File: src/design/lca_ram.sv
`timescale 1ns / 1ps
module lca_ram #(
  parameter int WIDTH = 8,
  parameter int DEPTH = 16
) (
  input  logic                     clk,
  input  logic                     we,
  input  logic [$clog2(DEPTH)-1:0] waddr,
  input  logic [WIDTH-1:0]         wdata,
  input  logic [$clog2(DEPTH)-1:0] raddr,
  output logic [WIDTH-1:0]         rdata
);

  logic [WIDTH-1:0] mem [DEPTH];

  always_ff @(posedge clk) begin
    if (we) begin
      mem[waddr] <= wdata;
    end
    rdata <= mem[raddr];
  end

endmodule

File: config.mk
export PLATFORM = sky130hd
export DESIGN_NAME = lca_ram
export DESIGN_NICKNAME = d
export VERILOG_FILES = /design/src/design/lca_ram.sv
export SDC_FILE = /design/constraint.sdc
export NUM_CORES = 1
export LEC_CHECK = 0
export ABC_AREA = 1
export BUFFER_PORTS_ARGS = -buffer_cell sky130_fd_sc_hd__clkbuf_2
export CAP_MARGIN = 20
export CORE_ASPECT_RATIO = 1.2
export CORE_UTILIZATION = 35
export CTS_CLUSTER_DIAMETER = 120
export CTS_CLUSTER_SIZE = 20
export DETAILED_ROUTE_END_ITERATION = 8
export PLACE_DENSITY = 0.49
export SLEW_MARGIN = 10
export SYNTH_ARGS = -nofsm -noshare
export SYNTH_HDL_FRONTEND = slang
export SYNTH_SLANG_ARGS = --single-unit
File: constraint.sdc
create_clock -name clk -period 1.2 [get_ports clk]
set_input_delay 0.06 -clock clk [delete_from_list [all_inputs] [get_ports clk]]
set_output_delay 0.06 -clock clk [all_outputs]
set_load 0.01 [all_outputs]
# After elaboration in Yosys (flattened, before gate mapping)
# Memories as Yosys holds them, arrays and structs flattened. A register that Yosys moved wholly into a read port is not among the register bits.
# Index checks and enable logic that the tools add are counted.
# word_totals
output_inout_bits,8
inputBits,18
register_bits,0
n_memories,1
ramBits,128
# classes
muxes,2
# mem_list
name,depth,width,read_ports,rd_ports_with_merged_regs,write_ports,line,rtl
mem,16,8,1,1,1,14,logic [WIDTH-1:0] mem [DEPTH];
# ops
operator,n
2-to-1 mux 1 bit,2

# Depth between registers and ports, before layout
# depth
depth_word,2
ltp_mapped,8

# Least setup slack after synthesis
# OpenSTA, ideal clock, no wires.
# synth_path
path_kind,input to register
start,in waddr[2]
end,"mem mem[10][0], enable pin"
stages,2
slack_ps,189
n_path_buf,0
arrival_ps,641
setup_time_ps,370
path_cell_list,nand3b_1 > nor2_1
# synth_rtl
item,line,rtl
from (decl),8,"input logic [$clog2(DEPTH)-1:0] waddr,"
to (decl),14,
# Straight into the memory's write port.

==> metrics list <==
- Actual transition at the worst max-transition pin: 0.458 ns
- Estimated wirelength of the detail-placed design: a little under 9 mm
- Layout area overhead: 17.0%
- Number of rows in the core area: between 50 and 60
- After floorplanning, the core was sized to cover 0.0161 sq mm.
- Number of antenna violations at the first check in global routing: 0
- YS warnings: 0
- Worst VDD drop: 0.693 mV
- In the global route stage, overall resource usage came out at roughly 18%.
- Congestion Overflow GR: 0
- The tightest min-delay check is of the in -> reg type.
* Cells after Synth: ~550
* First-pass GRT wire length: between 20 and 25 mm
- 0 antenna diodes ended up in the layout.
- Average wire per standard cell: ~17 um
- Required time of the critical path: 1.50 ns
- Once the clock tree was built, the resizer swapped 0 gates to a different size.
* Number of hold-repair buffers added at the cts stage: 0
- CTS saw 136 sinks.
* Largest net degree at the start of global routing: 50
- Critical path type: reg -> reg
- DIE AREA: 0.0170 sq mm
- The hold violation total from the final report was 0.
* # Max-Cap Violations: 0
- Final period util: 84.2%
* Buffers from clock root to sink, at most: 2
- TritonCTS built the clock tree.
- Number of global-route vias before repair: 3,684
- The floorplan step set the die width to 119 um.
- Post-detailed-route count of antenna-violating nets: 0
- The netlist uses 12 different library cells.
- Type of origin of the critical path: register
- Post-Synthesis Mean Instance Area: 10.5 sq um
* Combined area of all synthesized cells: 0.00577 sq mm
- Max Fanout on Critical Path: 1
- Summed over all layers, the routed wires come to 13.7 mm.
- For this run, the detailed router's first-pass iteration total came to 4.
- Routability congestion estimate: 0.795
* Via count: 3,690
* Final TNS setup: 0 ns
- Power density over the cells: 1550 mW/mm^2
* Htree depth: 4
* Worst max-slew margin expressed relative to the limit: 69.5%
- Once layout is complete, the utilization of the core stands at 41.8%.
- When the netlist entered floorplanning its net count stood at 569.
- Fraction of layout cells with a size suffix above 1: 13.0%
- The number of clock buffers added by TritonCTS is 17.
* Critical path data arrival time: 1.31 ns
- Number of synthesized register bits: between 100 and 150
- DRC violations left: 0
- Clock skew on the completed layout was measured at ~0.0075 ns.
- Achievable frequency: 990 MHz
* Clock root buffer master: sky130_fd_sc_hd__clkbuf_16
* Die H: 143 um
- Static leakage: about 3 nW
* Worst skew pair latency: 0.41 ns
- During placement, the flow inserted port buffers numbering 25.
- Average vias per placed instance: approximately 4.5
- Tmin final: 1.01 ns
* Fin nets: 615
- Post-CTS timing repair inserted 0 buffers for setup.
- For this design the top-level I/O count stands at 26.
- Setup violations remaining at the end of the flow were counted as 0.
* Initial detailed-routing violation count: 200
* Crit end category: register
* Clock input transition at the sequential cells of the worst setup and hold paths: 0.05 ns
- For this configuration, the core starts out at a cell density of 35.7%.
- Unrepaired setup endpoints after global routing: false
- Number of max-slew violations in the final report: 0
- The flow ran to the end, and the final reports show no timing, DRC or antenna violations.
* Fraction of the yosys area taken by sequential cells: 69.4%
synthesized netlist by cell type:
library cell	n	share of area (%)
sky130_fd_sc_hd__nand2_1	173	11
sky130_fd_sc_hd__buf_4	4	0.52
sky130_fd_sc_hd__buf_1	1	0.065
sky130_fd_sc_hd__nand3b_1	2	0.26
sky130_fd_sc_hd__nor2_1	17	1.1
sky130_fd_sc_hd__edfxtp_1	128	67
sky130_fd_sc_hd__buf_2	13	1.1
sky130_fd_sc_hd__buf_6	6	1.2
sky130_fd_sc_hd__dfxtp_1	8	2.8
sky130_fd_sc_hd__inv_1	100	6.5
sky130_fd_sc_hd__inv_2	2	0.13
sky130_fd_sc_hd__nand3_1	97	8.4
cells in the final DEF, fill, tap and decap left out:
cell type | synthesis | layout
sky130_fd_sc_hd__buf_4 | 4 | 21
sky130_fd_sc_hd__inv_2 | 2 | 2
sky130_fd_sc_hd__clkbuf_1 | 0 | 5
sky130_fd_sc_hd__inv_1 | 100 | 100
sky130_fd_sc_hd__edfxtp_1 | 128 | 128
sky130_fd_sc_hd__nand3_1 | 97 | 97
sky130_fd_sc_hd__clkinv_2 | 0 | 6
sky130_fd_sc_hd__clkinv_1 | 0 | 1
sky130_fd_sc_hd__nand2_1 | 173 | 173
sky130_fd_sc_hd__clkbuf_2 | 0 | 25
sky130_fd_sc_hd__clkinvlp_4 | 0 | 3
sky130_fd_sc_hd__buf_12 | 0 | 5
sky130_fd_sc_hd__dfxtp_1 | 8 | 8
sky130_fd_sc_hd__nor2_1 | 17 | 17
sky130_fd_sc_hd__nand3b_1 | 2 | 2
sky130_fd_sc_hd__clkbuf_16 | 0 | 17
sequential cells by signal, indices dropped and copies added, names as in the netlist:
| signal | cells |
|---|---|
| rdata | 8 |
| mem | 128 |
stage by stage:
stage / std cells / area, sq um / hold WS [ns] / worst slack, ns / power [mW]
finish: 822 / 6750 / 0.0305 / 0.190 / 10.5
global placement: 790 / 6250 / 0.458 / 0.0358 / 6.15
floorplan: 551 / 5770 / 0.159 / 0.189 / 5.82
detailed placement: 790 / 6250 / 0.453 / 0.0445 / 6.16
global route: 822 / 6750 / 0.0462 / 0.106 / 10.9
CTS: 822 / 6750 / 0.0174 / 0.169 / 10.6
cells by family after synthesis:
| group | Yosys count | synth area share (%) |
|---|---|---|
| buf+inv | 126 | 9.52 |
| flops | 136 | 69.4 |
| simple gates | 289 | 21.0 |
report_power, final:
part,total [mW],internal [mW],switching [mW]
clock network,4.45,2.60,1.84
logic,0.687,0.217,0.470
registers,5.35,5.31,0.0391
area by class of cell:
type	instances	area, sq um
multi-input combinational	289	1210
inverter	102	383
clock inverter	10	56.3
timing repair buffer	51	383
tap	212	265
sequential	136	4000
fill	1571	9400
clock buffer	22	444
final timing paths:
path	endpoint	cells after the start	start	slack, ns
hold reg to reg	rdata[0]$_DFF_P_	6	mem[10][0]$_DFFE_PP_	0.67
hold / removal	rdata[6]$_DFF_P_	3	raddr[3]	0.03
setup reg to reg	rdata[6]$_DFF_P_	6	mem[5][6]$_DFFE_PP_	0.19
setup / recovery	rdata[6]$_DFF_P_	6	mem[5][6]$_DFFE_PP_	0.19
metal layers:
| metal | global-route usage, % | wire (um) | part of all wire (%) |
|---|---|---|---|
| met5 | 0 | 0 | 0 |
| met2 | 29.3 | 7150 | 52 |
| met3 | 3.71 | 735 | 5.4 |
| met4 | 7.79 | 294 | 2.1 |
| met1 | 21.9 | 5530 | 40 |
critical path: stages (launching register included):
cell and delay [ns]:
sky130_fd_sc_hd__edfxtp_1 0.37, sky130_fd_sc_hd__inv_1 0.06, sky130_fd_sc_hd__nand2_1 0.05, sky130_fd_sc_hd__nand3_1 0.09, sky130_fd_sc_hd__nand3_1 0.11, sky130_fd_sc_hd__nand3_1 0.15
sky130_fd_sc_hd__nand2_1 0.07
Power figures use the tool's default switching activity.
