<file path="src/design/lca_pkg.sv">
`timescale 1ns / 1ps
package lca_pkg;

  localparam int CNT_W  = 31;
  localparam int SUM_W  = 40;
  localparam int RES_W  = 24;
  localparam int SIZE_W = 11;
  localparam int LBL_W  = 10;
  localparam int ACT_W  = 2;
  localparam int STAT_W = 2;
  localparam int CIDX_W = 3;
  localparam int CDAT_W = 24;
  localparam int PROD_W = 64;
  localparam int HALF_W = 20;

  localparam logic [CNT_W-1:0] CNT_MAX = {CNT_W{1'b1}};
  localparam logic [SUM_W-1:0] SUM_MAX = {SUM_W{1'b1}};

  localparam logic [ACT_W-1:0] ACT_ACC   = 2'd0;
  localparam logic [ACT_W-1:0] ACT_QUERY = 2'd1;
  localparam logic [ACT_W-1:0] ACT_CLEAR = 2'd2;

  localparam logic [STAT_W-1:0] STAT_OK    = 2'd0;
  localparam logic [STAT_W-1:0] STAT_EMPTY = 2'd1;
  localparam logic [STAT_W-1:0] STAT_RANGE = 2'd2;
  localparam logic [STAT_W-1:0] STAT_ZERO  = 2'd3;

  localparam logic [CIDX_W-1:0] REG_SIZE_X      = 3'd0;
  localparam logic [CIDX_W-1:0] REG_SIZE_Y      = 3'd1;
  localparam logic [CIDX_W-1:0] REG_SIZE_Z      = 3'd2;
  localparam logic [CIDX_W-1:0] REG_RES_X       = 3'd3;
  localparam logic [CIDX_W-1:0] REG_RES_Y       = 3'd4;
  localparam logic [CIDX_W-1:0] REG_RES_Z       = 3'd5;
  localparam logic [CIDX_W-1:0] REG_LABEL_COUNT = 3'd6;

  typedef struct packed {
    logic [CNT_W-1:0] cnt;
    logic [SUM_W-1:0] sx;
    logic [SUM_W-1:0] sy;
    logic [SUM_W-1:0] sz;
  } entry_t;

  typedef struct packed {
    logic [LBL_W-1:0]  label;
    logic [STAT_W-1:0] status;
    entry_t            ent;
  } qcmd_t;

  typedef struct packed {
    logic [LBL_W-1:0]  label;
    logic [SUM_W-1:0]  cx;
    logic [SUM_W-1:0]  cy;
    logic [SUM_W-1:0]  cz;
    logic [CNT_W-1:0]  total;
    logic [STAT_W-1:0] status;
  } qres_t;

  typedef enum logic {
    CS_CLEAR,
    CS_RUN
  } ctl_state_t;

  typedef enum logic [2:0] {
    QS_IDLE,
    QS_MUL,
    QS_ADD,
    QS_DIV,
    QS_DONE
  } q_state_t;

endpackage

</file>
<file path="src/design/lca_query.sv">
`timescale 1ns / 1ps
module lca_query import lca_pkg::*; (
  input  logic             clk,
  input  logic             rst,
  input  logic             start,
  input  qcmd_t            cmd,
  input  logic [RES_W-1:0] res_x,
  input  logic [RES_W-1:0] res_y,
  input  logic [RES_W-1:0] res_z,
  output logic             busy,
  output logic             res_valid,
  input  logic             res_ready,
  output qres_t            res
);

  q_state_t state, state_next;

  logic [1:0]              axis;
  logic [5:0]              bitcnt;
  logic [RES_W+HALF_W-1:0] p_hi;
  logic [RES_W+HALF_W-1:0] p_lo;
  logic [PROD_W-1:0]       dvd;
  logic [CNT_W-1:0]        rem;
  qcmd_t                   cur;
  logic [SUM_W-1:0]        cx, cy, cz;

  logic [RES_W-1:0] res_sel;
  logic [SUM_W-1:0] sum_sel;
  logic [CNT_W:0]   rem_sh;
  logic             ge;
  logic [CNT_W:0]   rem_sub;
  logic [PROD_W-1:0] quo;
  logic [SUM_W-1:0] quo_sat;

  always_comb begin
    case (axis)
      2'd0:    begin res_sel = res_x; sum_sel = cur.ent.sx; end
      2'd1:    begin res_sel = res_y; sum_sel = cur.ent.sy; end
      default: begin res_sel = res_z; sum_sel = cur.ent.sz; end
    endcase
  end

  assign rem_sh  = {rem, dvd[PROD_W-1]};
  assign ge      = rem_sh >= {1'b0, cur.ent.cnt};
  assign rem_sub = rem_sh - {1'b0, cur.ent.cnt};
  assign quo     = {dvd[PROD_W-2:0], ge};
  assign quo_sat = (|quo[PROD_W-1:SUM_W]) ? SUM_MAX : quo[SUM_W-1:0];

  always_comb begin
    state_next = state;
    case (state)
      QS_IDLE: if (start) state_next = (cmd.status == STAT_OK) ? QS_MUL : QS_DONE;
      QS_MUL:  state_next = QS_ADD;
      QS_ADD:  state_next = QS_DIV;
      QS_DIV:  if (bitcnt == 6'd63) state_next = (axis == 2'd2) ? QS_DONE : QS_MUL;
      QS_DONE: if (res_ready) state_next = QS_IDLE;
      default: state_next = QS_IDLE;
    endcase
  end

  always_comb begin
    busy      = 1'b1;
    res_valid = 1'b0;
    case (state)
      QS_IDLE: busy = 1'b0;
      QS_DONE: res_valid = 1'b1;
      default: busy = 1'b1;
    endcase
  end

  always_ff @(posedge clk) begin
    if (rst) begin
      state <= QS_IDLE;
    end else begin
      state <= state_next;
    end
  end

  always_ff @(posedge clk) begin
    case (state)
      QS_IDLE: begin
        cur    <= cmd;
        axis   <= 2'd0;
        cx     <= '0;
        cy     <= '0;
        cz     <= '0;
      end
      QS_MUL: begin
        p_hi <= res_sel * sum_sel[SUM_W-1:HALF_W];
        p_lo <= res_sel * sum_sel[HALF_W-1:0];
      end
      QS_ADD: begin
        dvd    <= (PROD_W'(p_hi) << HALF_W) + PROD_W'(p_lo);
        rem    <= '0;
        bitcnt <= '0;
      end
      QS_DIV: begin
        dvd    <= quo;
        rem    <= ge ? rem_sub[CNT_W-1:0] : rem_sh[CNT_W-1:0];
        bitcnt <= bitcnt + 6'd1;
        if (bitcnt == 6'd63) begin
          case (axis)
            2'd0:    cx <= quo_sat;
            2'd1:    cy <= quo_sat;
            default: cz <= quo_sat;
          endcase
          axis <= axis + 2'd1;
        end
      end
      default: ;
    endcase
  end

  always_comb begin
    res.label  = cur.label;
    res.cx     = cx;
    res.cy     = cy;
    res.cz     = cz;
    res.total  = (cur.status == STAT_OK) ? cur.ent.cnt : '0;
    res.status = cur.status;
  end

  a_done_holds: assert property (@(posedge clk) disable iff (rst)
    (state == QS_DONE && !res_ready) |=> state == QS_DONE)
    else $error("query result dropped");
  a_no_div_on_empty: assert property (@(posedge clk) disable iff (rst)
    (state == QS_DIV) |-> (cur.ent.cnt != '0))
    else $error("division by zero count");
  a_axis_range: assert property (@(posedge clk) disable iff (rst)
    (state == QS_MUL) |-> (axis != 2'd3))
    else $error("axis overrun");

endmodule

</file>
<file path="config.mk">
export PLATFORM = sky130hd
export DESIGN_NAME = lca_query
export DESIGN_NICKNAME = d
export VERILOG_FILES = /design/src/design/lca_pkg.sv /design/src/design/lca_query.sv
export SDC_FILE = /design/constraint.sdc
export NUM_CORES = 2
export LEC_CHECK = 0
export ABC_AREA = 1
export BUFFER_PORTS_ARGS = -buffer_cell sky130_fd_sc_hd__buf_2
export CORE_AREA = 2 2 322 324
export CTS_CLUSTER_SIZE = 16
export DETAILED_ROUTE_END_ITERATION = 6
export DIE_AREA = 0 0 324 326
export MAX_ROUTING_LAYER = met4
export PLACE_DENSITY = 0.73
export SKIP_CTS_REPAIR_TIMING = 1
export SYNTH_ARGS = -nofsm -noshare
export SYNTH_HDL_FRONTEND = slang
export SYNTH_SLANG_ARGS = --single-unit
</file>
<file path="constraint.sdc">
create_clock -name clk -period 22.9 [get_ports clk]
set_clock_uncertainty 0.2 [all_clocks]
set_input_delay 2.29 -clock clk [delete_from_list [all_inputs] [get_ports clk]]
set_output_delay 2.29 -clock clk [all_outputs]
set_load 0.05 [all_outputs]
</file>
# Word-level counts from Yosys, hierarchy flattened

Index checks and enable logic that the tools add are counted.

Register bits after elaboration: 477

Multiply operators: 2
Reduce and logical (&&, ||, !) cells: 13
Add/subtract/negate cells: 4
Equal/unequal tests: 13
Mux-type cells: 27
$lt $le $gt $ge: 1

Operators by type and width:

| operator                                                               | count |
|---|---|
| 40-bit one-hot mux with 2 select lines                                 | 4 |
| 40-bit 2-to-1 mux                                                      | 7 |
| 64-bit one-hot mux with 2 select lines                                 | 1 |
| 24-bit by 20-bit multiplier with 44-bit output                         | 2 |
| 64-bit by 44-bit adder with 64-bit output                              | 1 |
| 31-bit 2-to-1 mux                                                      | 2 |
| 31-bit one-hot mux with 2 select lines                                 | 1 |
| 24-bit one-hot mux with 2 select lines                                 | 1 |
| 32-bit by 31-bit greater-or-equal comparator with 1-bit output         | 1 |
| 31-bit subtractor                                                      | 1 |
| 24-bit OR reduction                                                    | 1 |
| 3-bit 2-to-1 mux                                                       | 5 |
| 3-bit one-hot mux with 5 select lines                                  | 1 |
| 2-bit inequality test (second input constant)                          | 6 |
| 6-bit one-hot mux with 2 select lines                                  | 1 |
| 3-bit AND reduction                                                    | 4 |
| 6-bit by 1-bit adder with 6-bit output (second input constant)         | 1 |
| 3-bit by 2-bit equality test with 1-bit output (second input constant) | 2 |
| 6-bit equality test (second input constant)                            | 1 |
| 2-bit logical NOT                                                      | 3 |
| 2-bit one-hot mux with 2 select lines                                  | 1 |
| 2-bit nonzero test                                                     | 2 |
| 3-bit by 1-bit equality test with 1-bit output (second input constant) | 1 |
| 3-bit equality test (second input constant)                            | 1 |
| 8 further kinds                                                        | 9 |

# Longest topological paths before layout

Word-level depth: 5
Depth in mapped cells: 36
Gate-level depth less buffers: 33

# Worst setup path before layout

Ideal clock, no wire load.

Kind: flip-flop to flip-flop
Start point: register state[1]
End point: register cx[0] (enable)
Cell stages (with the launch flop): 8
Setup time: 0.437 ns
Data arrival time: 12.190 ns
Required time: 22.263 ns
Period minus slack after synthesis: 12.828 ns
Path slack: 10.072 ns
Cells stage by stage: dfxtp_1 nor2_1 inv_1 nor2_1 inv_1 nand2_1 nand2_1 nor2_1

Cells in the longest elaborated chain, start to end: 3
Elaborated cells on any way between the ends: 6
Those cells by class: 3 x eq/ne; 3 x reduce/logical

Ends and longest elaborated chain:

| element                                                                                    | line             | text |
|---|---|---|
| from (decl)                                                                                | lca_query.sv:16  | `q_state_t state, state_next;` |
| from (signal assigned)                                                                     | lca_query.sv:75  | `state <= state_next;` |
| 3-bit by 2-bit equality test with 1-bit output / 3-bit logical NOT (equally long branches) | lca_query.sv:80  | `case (state)` |
| 2-bit inequality test (no line) / 2-bit nonzero test (equally long branches)               | --               |  |
| 3-bit AND reduction (no line) *                                                            | --               |  |
| to (signal assigned)                                                                       | lca_query.sv:103 | `2'd0: cx <= quo_sat;` |
| to (decl)                                                                                  | lca_query.sv:25  | `logic [SUM_W-1:0] cx, cy, cz;` |

Every way passes the cells marked *; elsewhere a longest branch is shown, timed or not.
A chain may end at the register's enable or synchronous reset.

# Worst setup path in the final report

Start point: register axis[0]
End point: register p_hi[20], data pin

Cells in the longest elaborated chain, start to end: 3
Elaborated cells on any way between the ends: 5
Those cells by class: 1 x mul; 1 x eq/ne; 2 x mux; 1 x reduce/logical

Ends and longest elaborated chain:

| element                                                                                                 | line             | text |
|---|---|---|
| from (decl)                                                                                             | lca_query.sv:18  | `logic [1:0] axis;` |
| from (signal assigned)                                                                                  | lca_query.sv:107 | `axis <= axis + 2'd1;` |
| 2-bit by 1-bit equality test with 1-bit output / 2-bit logical NOT (equally long branches)              | lca_query.sv:36  | `case (axis)` |
| 24-bit one-hot mux with 2 select lines / 40-bit one-hot mux with 2 select lines (equally long branches) | lca_query.sv:36  |  |
| 24-bit by 20-bit multiplier with 44-bit output *                                                        | lca_query.sv:89  | `p_hi <= res_sel * sum_sel[SUM_W-1:HALF_W];` |
| to (signal assigned)                                                                                    | lca_query.sv:89  |  |
| to (decl)                                                                                               | lca_query.sv:20  | `logic [RES_W+HALF_W-1:0] p_hi;` |

Marked as above.

==> impl_metrics.py <==
metrics = {
    "run_status": {
        "outcome": "completed",
    },
    "global_route": {
        "grt.total_usage": 0.310,
        "grt_start_max_net_pins": 85,
        "overflow": 0,
        "first_global_vias": 46500,
        "antenna_found_initial": 13,
        "grt_pass1_wl_mm": 247,
    },
    "sta": {
        "post-route-period-util": 0.401,
        "fin_ws_ps": 13710,
        "hold_viol_final": 0,
        "worstMarginPinSlew_ps": 1240,
        "fin_crit_ps": 9190,
        "setup_violations": 0,
        "rsz0062_at_grt": "no",
        "maxSlewHeadroom": 0.169,
        "slew_viol_final": 0,
        "timing.hold.ws_ps": 312,
        "tns_ps": 0,
        "clock.fmax_mhz": 109,
    },
    "placed_design": {
        "place_congestion": 0.960,
        "dp_slack_ps": 13640,
        "dpl_cell_area_sq_um": 59100,
        "hpwl_mm": 117,
        "port_buffers": 403,
    },
    "cts": {
        "insertion_delay_ps": 670,
        "cts_tree": "yes",
        "clkTransAtPathRegs_ps": 70,
        "root_buffer": "clkbuf_16",
        "clock_path_buffers": 3,
        "cts.sinks": 477,
        "cts-htree-levels": 2,
        "cts_inserted_buffers": 53,
    },
    "yosys": {
        "ys_ff_latch": 477,
        "synth_cell_type_count": 39,
        "syn-num-nets": 8216,
        "synth_area_sq_um": 55800,
        "yosysSeqAreaShare": 0.256,
        "synth_warnings": 0,
        "syn_inst": 6824,
        "syn-mean-instance-area_sq_um": 8.18,
    },
    "worst_setup_path": {
        "rr_startpoint": "axis[0]$_SDFFCE_PN0P_",
        "cpMostUsedCell": "fa_1",
        "timing.rr.end": "p_hi[20]$_DFFE_PP_",
        "crit_slowest_cell": "nand3_1",
        "r2r_cells": 24,
        "critPathKind": "flip-flop to flip-flop",
        "cp-start-kind": "flip-flop",
        "reg2reg_slack_ps": 13710,
        "endpoint_kind": "flip-flop",
        "critPathMaxStageDelay_ps": 830,
        "crit_end": "p_hi[20]$_DFFE_PP_",
        "worst_ep_required_time_ps": 23090,
        "crit_start": "axis[0]$_SDFFCE_PN0P_",
        "crit_fanout": 66,
        "crit_path_cell_trace": "inv_1, ha_2, buf_4, nor2_4, buf_4, nand2_1, nand3_1, nand2_1, fa_1, fa_1, inv_1, fa_1, fa_1, fa_1, fa_1, inv_1, fa_1, inv_1, ha_1, a21oi_1, o21ai_0, a21oi_1, nand3_1, xor2_1",
        "arrival_ps": 9380,
    },
    "die": {
        "die_area_sq_um": 106000,
        "die_w_um": 324,
        "ios": 404,
        "fp.dieH_um": 326,
        "initial_utilization": 0.544,
        "fp.coreArea_sq_um": 103000,
        "num_rows": 118,
    },
    "finish": {
        "design_area_sq_um": 60800,
        "layout.nets": 8503,
        "syn2layout_area_growth_pct": 8.96,
        "drive_above_1_share": 0.0857,
    },
    "detailed_routing": {
        "routedWlPerCell_um": 18.0,
        "drt-vias-per-instance": 5.21,
        "dr.pass1.iters": 6,
        "drtIter0Drc": 3305,
        "finalWirelength_mm": 154,
        "ant_nets": 0,
        "vias": 44500,
        "drcViolationCount": 0,
    },
    "hold_path": {
        "hp-start": "p_lo[5]$_DFFE_PP_",
        "hold_class": "flip-flop to flip-flop",
    },
    "run": {
        "cap_violations": 0,
    },
}
==> cells by family (layout without fill, tap and decap cells) <==
| group | Yosys count | in the layout | share of synthesized area |
|---|---|---|---|
| adder cells (fa/ha/maj) | 1153 | 1153 | 0.364 |
| buffers and inverters | 2014 | 2342 | 0.140 |
| XOR/XNOR | 77 | 77 | 0.0121 |
| flip-flops | 477 | 477 | 0.256 |
| AND/OR/NAND/NOR | 2757 | 2757 | 0.195 |
| AO/OA/AOI/OAI | 346 | 346 | 0.0331 |
| other | 0 | 9 | 0 |
==> metrics by stage <==
| stage | std cells | utilization |
|---|---|---|
| after detailed placement | 8436 | 0.576 |
| after floorplan | 6824 | - |
| final | 8541 | 0.593 |
| after global routing | 8541 | 0.593 |
| after global placement | 8436 | 0.576 |
| after CTS | 8532 | 0.593 |
==> flip-flops by register name, indices dropped and copies added, names as in the netlist <==
| register | cells |
|---|---|
| axis | 2 |
| bitcnt | 6 |
| cur | 151 |
| cx | 40 |
| cy | 40 |
| cz | 40 |
| dvd | 64 |
| p_hi | 44 |
| p_lo | 44 |
| rem | 31 |
| res | 12 |
| state | 3 |
==> critical path, delay by kind of cell, from the launching register on <==
family                   cells  cell delay (ps)
adder cells (fa/ha/maj)      9             3920
AND/OR/NAND/NOR              5             1730
buffers and inverters        6             1250
AO/OA/AOI/OAI                3              820
XOR/XNOR                     1              490
flip-flops                   1              420
==> final cells by class <==
type / instances / area, sq um
diodes: 9 / 22.5
clock buffers: 60 / 1350
flip-flops and latches: 477 / 14300
multi-input cells: 4333 / 33900
well taps: 1380 / 1730
repair buffers: 475 / 2560
clock inverters: 36 / 352
inverters: 1771 / 6650
fillers: 9219 / 41800
==> synthesized netlist by cell type <==
cell,instances,share of area
clkbuf_1,60,0.0040
nand2_1,2149,0.14
a21o_1,6,0.00081
clkinv_2,1,0.000090
nor2_4,3,0.00060
xor2_1,54,0.0085
edfxtp_1,474,0.25
o211ai_1,3,0.00040
nor3_4,1,0.00029
xnor2_1,23,0.0036
inv_2,3,0.00020
a31oi_1,3,0.00034
o21a_1,10,0.0013
o31ai_1,2,0.00027
or2_2,8,0.00090
a21oi_1,155,0.014
o21ai_0,137,0.012
a21boi_0,5,0.00067
fa_1,786,0.28
nor4_1,6,0.00067
ha_1,367,0.082
o22ai_1,13,0.0015
a221oi_1,1,0.00016
dfxtp_1,3,0.0011
nand3b_1,5,0.00067
buf_6,3,0.00060
buf_2,162,0.015
nor3_1,33,0.0030
buf_4,13,0.0017
o21bai_1,10,0.0013
a22oi_1,1,0.00013
inv_1,1767,0.12
nand4_1,39,0.0044
and2_1,2,0.00022
and3_1,1,0.00011
nand3_1,217,0.019
nor2_1,288,0.019
nand2_2,5,0.00056
buf_1,5,0.00034
==> layer usage <==
layer / vias up / global-route usage / part of all wire
li1: 20800 / - / -
met1: 21500 / 0.384 / 0.40
met2: 1755 / 0.508 / 0.48
met3: 476 / 0.0364 / 0.072
met4: 0 / 0.145 / 0.053
met5: - / - / 0
==> worst min-delay path by stage <==
stage                  endpoint  slack, ps  cells after the start
6_report       dvd[5]$_DFFE_PP_        310                      2
5_1_grt        dvd[0]$_DFFE_PP_        350                      2
4_1_cts        dvd[5]$_DFFE_PP_        310                      2
3_5_place_dp   dvd[8]$_DFFE_PP_        310                      2
3_3_place_gp   dvd[0]$_DFFE_PP_        300                      2
2_1_floorplan  dvd[0]$_DFFE_PP_        290                      2
==> cell usage in the layout, fill, tap and decap left out, types with 5 or more instances in the layout <==
cell,Yosys,layout
a21boi_0,5,5
a21o_1,6,6
a21oi_1,155,155
buf_2,162,403
buf_4,13,72
clkbuf_1,60,7
clkbuf_16,0,53
clkinv_1,0,7
clkinv_2,1,7
clkinv_4,0,6
clkinvlp_4,0,7
diode_2,0,9
edfxtp_1,474,474
fa_1,786,786
ha_1,367,365
inv_1,1767,1766
nand2_1,2149,2149
nand2_2,5,5
nand3_1,217,192
nand3_2,0,25
nand3b_1,5,5
nand4_1,39,39
nor2_1,288,283
nor2_4,3,8
nor3_1,33,32
nor4_1,6,6
o21a_1,10,10
o21ai_0,137,136
o21bai_1,10,10
o22ai_1,13,13
or2_2,8,8
xnor2_1,23,23
xor2_1,54,54
Power is left out: the tool's default activity adds up to more than one toggle a clock period on the data nets, which glitch-free logic cannot reach.
